### config.mk
export PLATFORM = sky130hd
export DESIGN_NAME = rtc_ram
export DESIGN_NICKNAME = d
export VERILOG_FILES = /design/src/rtc_ram.sv
export SDC_FILE = /design/constraint.sdc
export NUM_CORES = 2
export LEC_CHECK = 0
export BUFFER_PORTS_ARGS = -buffer_cell sky130_fd_sc_hd__buf_2
export CELL_PAD_IN_SITES_DETAIL_PLACEMENT = 2
export CELL_PAD_IN_SITES_GLOBAL_PLACEMENT = 2
export CORE_MARGIN = 8
export CORE_UTILIZATION = 45
export DETAILED_ROUTE_END_ITERATION = 10
export PLACE_DENSITY = 0.68
export SETUP_SLACK_MARGIN = 0.4
export SLEW_MARGIN = 5
export SYNTH_ARGS = -nofsm -noshare
export SYNTH_HDL_FRONTEND = slang
export SYNTH_SLANG_ARGS = --single-unit
### constraint.sdc
create_clock -name clk -period 5.16 [get_ports clk]
set_input_delay 0.516 -clock clk [delete_from_list [all_inputs] [get_ports clk]]
set_output_delay 0.516 -clock clk [all_outputs]
set_load 0.05 [all_outputs]
### src/rtc_ram.sv
module rtc_ram #(
  parameter int WIDTH = 32,
  parameter int DEPTH = 64,
  localparam int AW = (DEPTH > 1) ? $clog2(DEPTH) : 1
) (
  input  logic             clk,
  input  logic             we,
  input  logic [AW-1:0]    waddr,
  input  logic [WIDTH-1:0] wdata,
  input  logic [AW-1:0]    raddr,
  output logic [WIDTH-1:0] rdata
);

  logic [WIDTH-1:0] mem [DEPTH];

  always_ff @(posedge clk) begin
    if (we) begin
      mem[waddr] <= wdata;
    end
    rdata <= mem[raddr];
  end

endmodule

==> impl_results.md <==
- I/O Pins: 78
- Pin count of the biggest net entering global routing: 84
- Clk pin slew, worst setup/hold paths: roughly 0.060 ns
- Hold WS: 0.261 ns
- Ys async rst share: 0%
- CTS buffer count: 211
- Pleak: 0.0279 uW
- DR vias: 39,800
- GRT Total Usage: 28.5%
- Final #Nets: 3,631
- GRT overflow: 0
- Placed instance count: approximately 5,700
- Yosys warnings: 0
- Final hold violation count: 0
- Fill cells: around 15,000
- Worst-Margin Slew: 1.37 ns
- Synthesized cell area: 78,500 um2
- Clock sink total: ~2,100
- Vias in the first global route: 43,000
- Latest clock arrival within the worst-skew pair: 0.85 ns
- Clock Tree Buf Depth: 3
- HPWL after DPL: between 100,000 and 150,000 um
- Share of post-route cells with drive strength above 1: about 30%
- Min Tclk post-route: between 3 and 4 ns
- Yosys top cell area share: 78.3%
- Die ar.: 188,000 um2
- Top post-synthesis cells by count: edfxtp_1, mux4_2, nor2_1
- VDD IR max: 0.365 mV
- Setup tns final: 0 ns
- Max Cap Violations: 0
- Core box area: 174,000 um2
- Post-CTS Hold Buffers: 0
- Register area share after synthesis: between 70% and 80%
- Area delta synth->final: 14.3%
- Port Buffer Count: between 70 and 80
- Final ANT Viol Nets: 0
- Critical Path AT: 3.92 ns
- Initial Utilization: 45.2%
- Cell row count: 153
- Unrepaired setup endpoints after global routing: no
- Initial DRT Pass Iterations: 5
- First-pass GRT wire length: 370,000 um
- Seq cells post-synth: ~2,100
- Average size of a mapped cell: 23.6 um2
- Yosys cell types: 34
- Mapped Cells: 3,324
- Slew Limit Fails: 0
- Reg area: roughly 62,000 um2
- Final Instance Count excl. Fillers: around 6,100
- Setup violations, final: 0
- FMAX: 310 MHz
- Total wire length: ~270,000 um
- Post-DR wirelength/cell: approximately 44 um
- H-tree depth: 4
- Worst min-delay path category: input pin to register
- Crit path required time: 5.85 ns
- Clock root buffer: clkbuf_16
- Cts repair resizes: 0
- CTS tree: done
- Via/cell ratio: 6.53
- Top-count cell post-synth: edfxtp_1
- Final worst slack: 1.93 ns
- GPL Wtd Cong: roughly 0.8
- Critical path capture point type: register
- Syn_nets: 3,370
- Post-placement worst setup slack: 1.11 ns
- DIE HEIGHT: 434 um
- Worst-path fanout max: 80
- Die X: around 430 um
- Yosys top cell by area: edfxtp_1
- Final Cycle Share: 62.6%
- Worst clock skew: 0.0300 ns
- DR iter-0 viols: approximately 5,000
- Main synth FF type: edfxtp_1
- Area of the multi-input gates: 16,000 um2
- Headroom to the max-slew limit: 8.68%
- Main area contributors after synthesis: edfxtp_1, mux4_2, mux2i_1, dfxtp_1, o22ai_1
- Setup CP Type: input pin to register
- Post-synth EDFFs: 2,048
- Overall power: 36,600 uW
- Drt drc: 0
- Post-CTS setup buffers: 0
- Status: finished, final reports clean
- Startpoint types: input pin
- Pwr Density: 408 nW/um2
- Antenna violations before repair: 10
-- cells in the final DEF, fill, tap and decap left out, types with 28 or more instances in the layout --
cell type and instances:
nor2_1 75, clkbuf_16 217, clkbuf_1 61, o22ai_1 84
mux2i_1 93, nor2_4 62, buf_2 63, a21oi_1 62
buf_4 144, clkinv_2 28, clkinv_1 47, dfxtp_1 32
mux4_2 544, edfxtp_1 2048
-- registers in the layout, summed over array words and instances (netlist names) --
signal and cells:
mem 2048, rdata 32
-- final timing paths --
kind,startpoint,to,slack [ns],cells past startpoint
setup / recovery,raddr[1],rdata[21],1.93,8
hold / removal,wdata[27],mem[42][27],0.26,1
setup reg to reg,mem[47][1],rdata[1],2.49,5
hold reg to reg,mem[13][17],rdata[17],0.81,4
-- cells by family (layout without fill, tap and decap cells) --
kind of cell | count (synthesis) | count (layout) | synth area share [%]
AOI/OAI and AO/OA | 202 | 202 | 1.67
buffers and inverters | 182 | 628 | 1.13
DFF | 2080 | 2080 | 79.1
muxes | 637 | 637 | 16.8
other | 0 | 4 | 0
and+or+nand+nor | 223 | 223 | 1.27
-- power breakdown --
| part | switching, uW | leakage (uW) | internal (uW) |
|---|---|---|---|
| logic | 1340 | 0.00585 | 636 |
| registers | 102 | 0.0187 | 18700 |
| clock network | 6960 | 0.00337 | 8900 |
| total | 8400 | 0.0279 | 28200 |
-- stage by stage --
stage,util (%),area [um2]
after global placement,47.7,82800
after floorplan,-,78500
final,51.7,89800
after global routing,51.7,89800
after detailed placement,47.7,82800
after CTS,51.7,89700
-- final cells by class --
| type | count | area share [%] |
|---|---|---|
| diodes | 4 | 0.0112 |
| clock inverters | 107 | 1.18 |
| clock buffers | 291 | 6.50 |
| flip-flops and latches | 2080 | 69.2 |
| repair buffers | 230 | 2.04 |
| multi-input cells | 1062 | 17.8 |
| well taps | 2325 | 3.24 |
-- per-layer routing --
metal  part of all wire [%]  track usage [%]  up-vias
li1                       -                -    14800
met1                     38             37.8    22200
met2                     50             48.6     2338
met3                    7.7             4.64      459
met4                    3.6             9.47        4
met5                  0.010                0        -
-- worst max-delay path: stages --
cell and delay (ns):
buf_8 0.49, buf_12 0.48, buf_4 0.43, mux4_2 0.56, o221ai_1 0.26, a21oi_1 0.16, a21oi_1 0.71, nor2_1 0.12
Note: power is estimated with default switching activity, not from simulation.
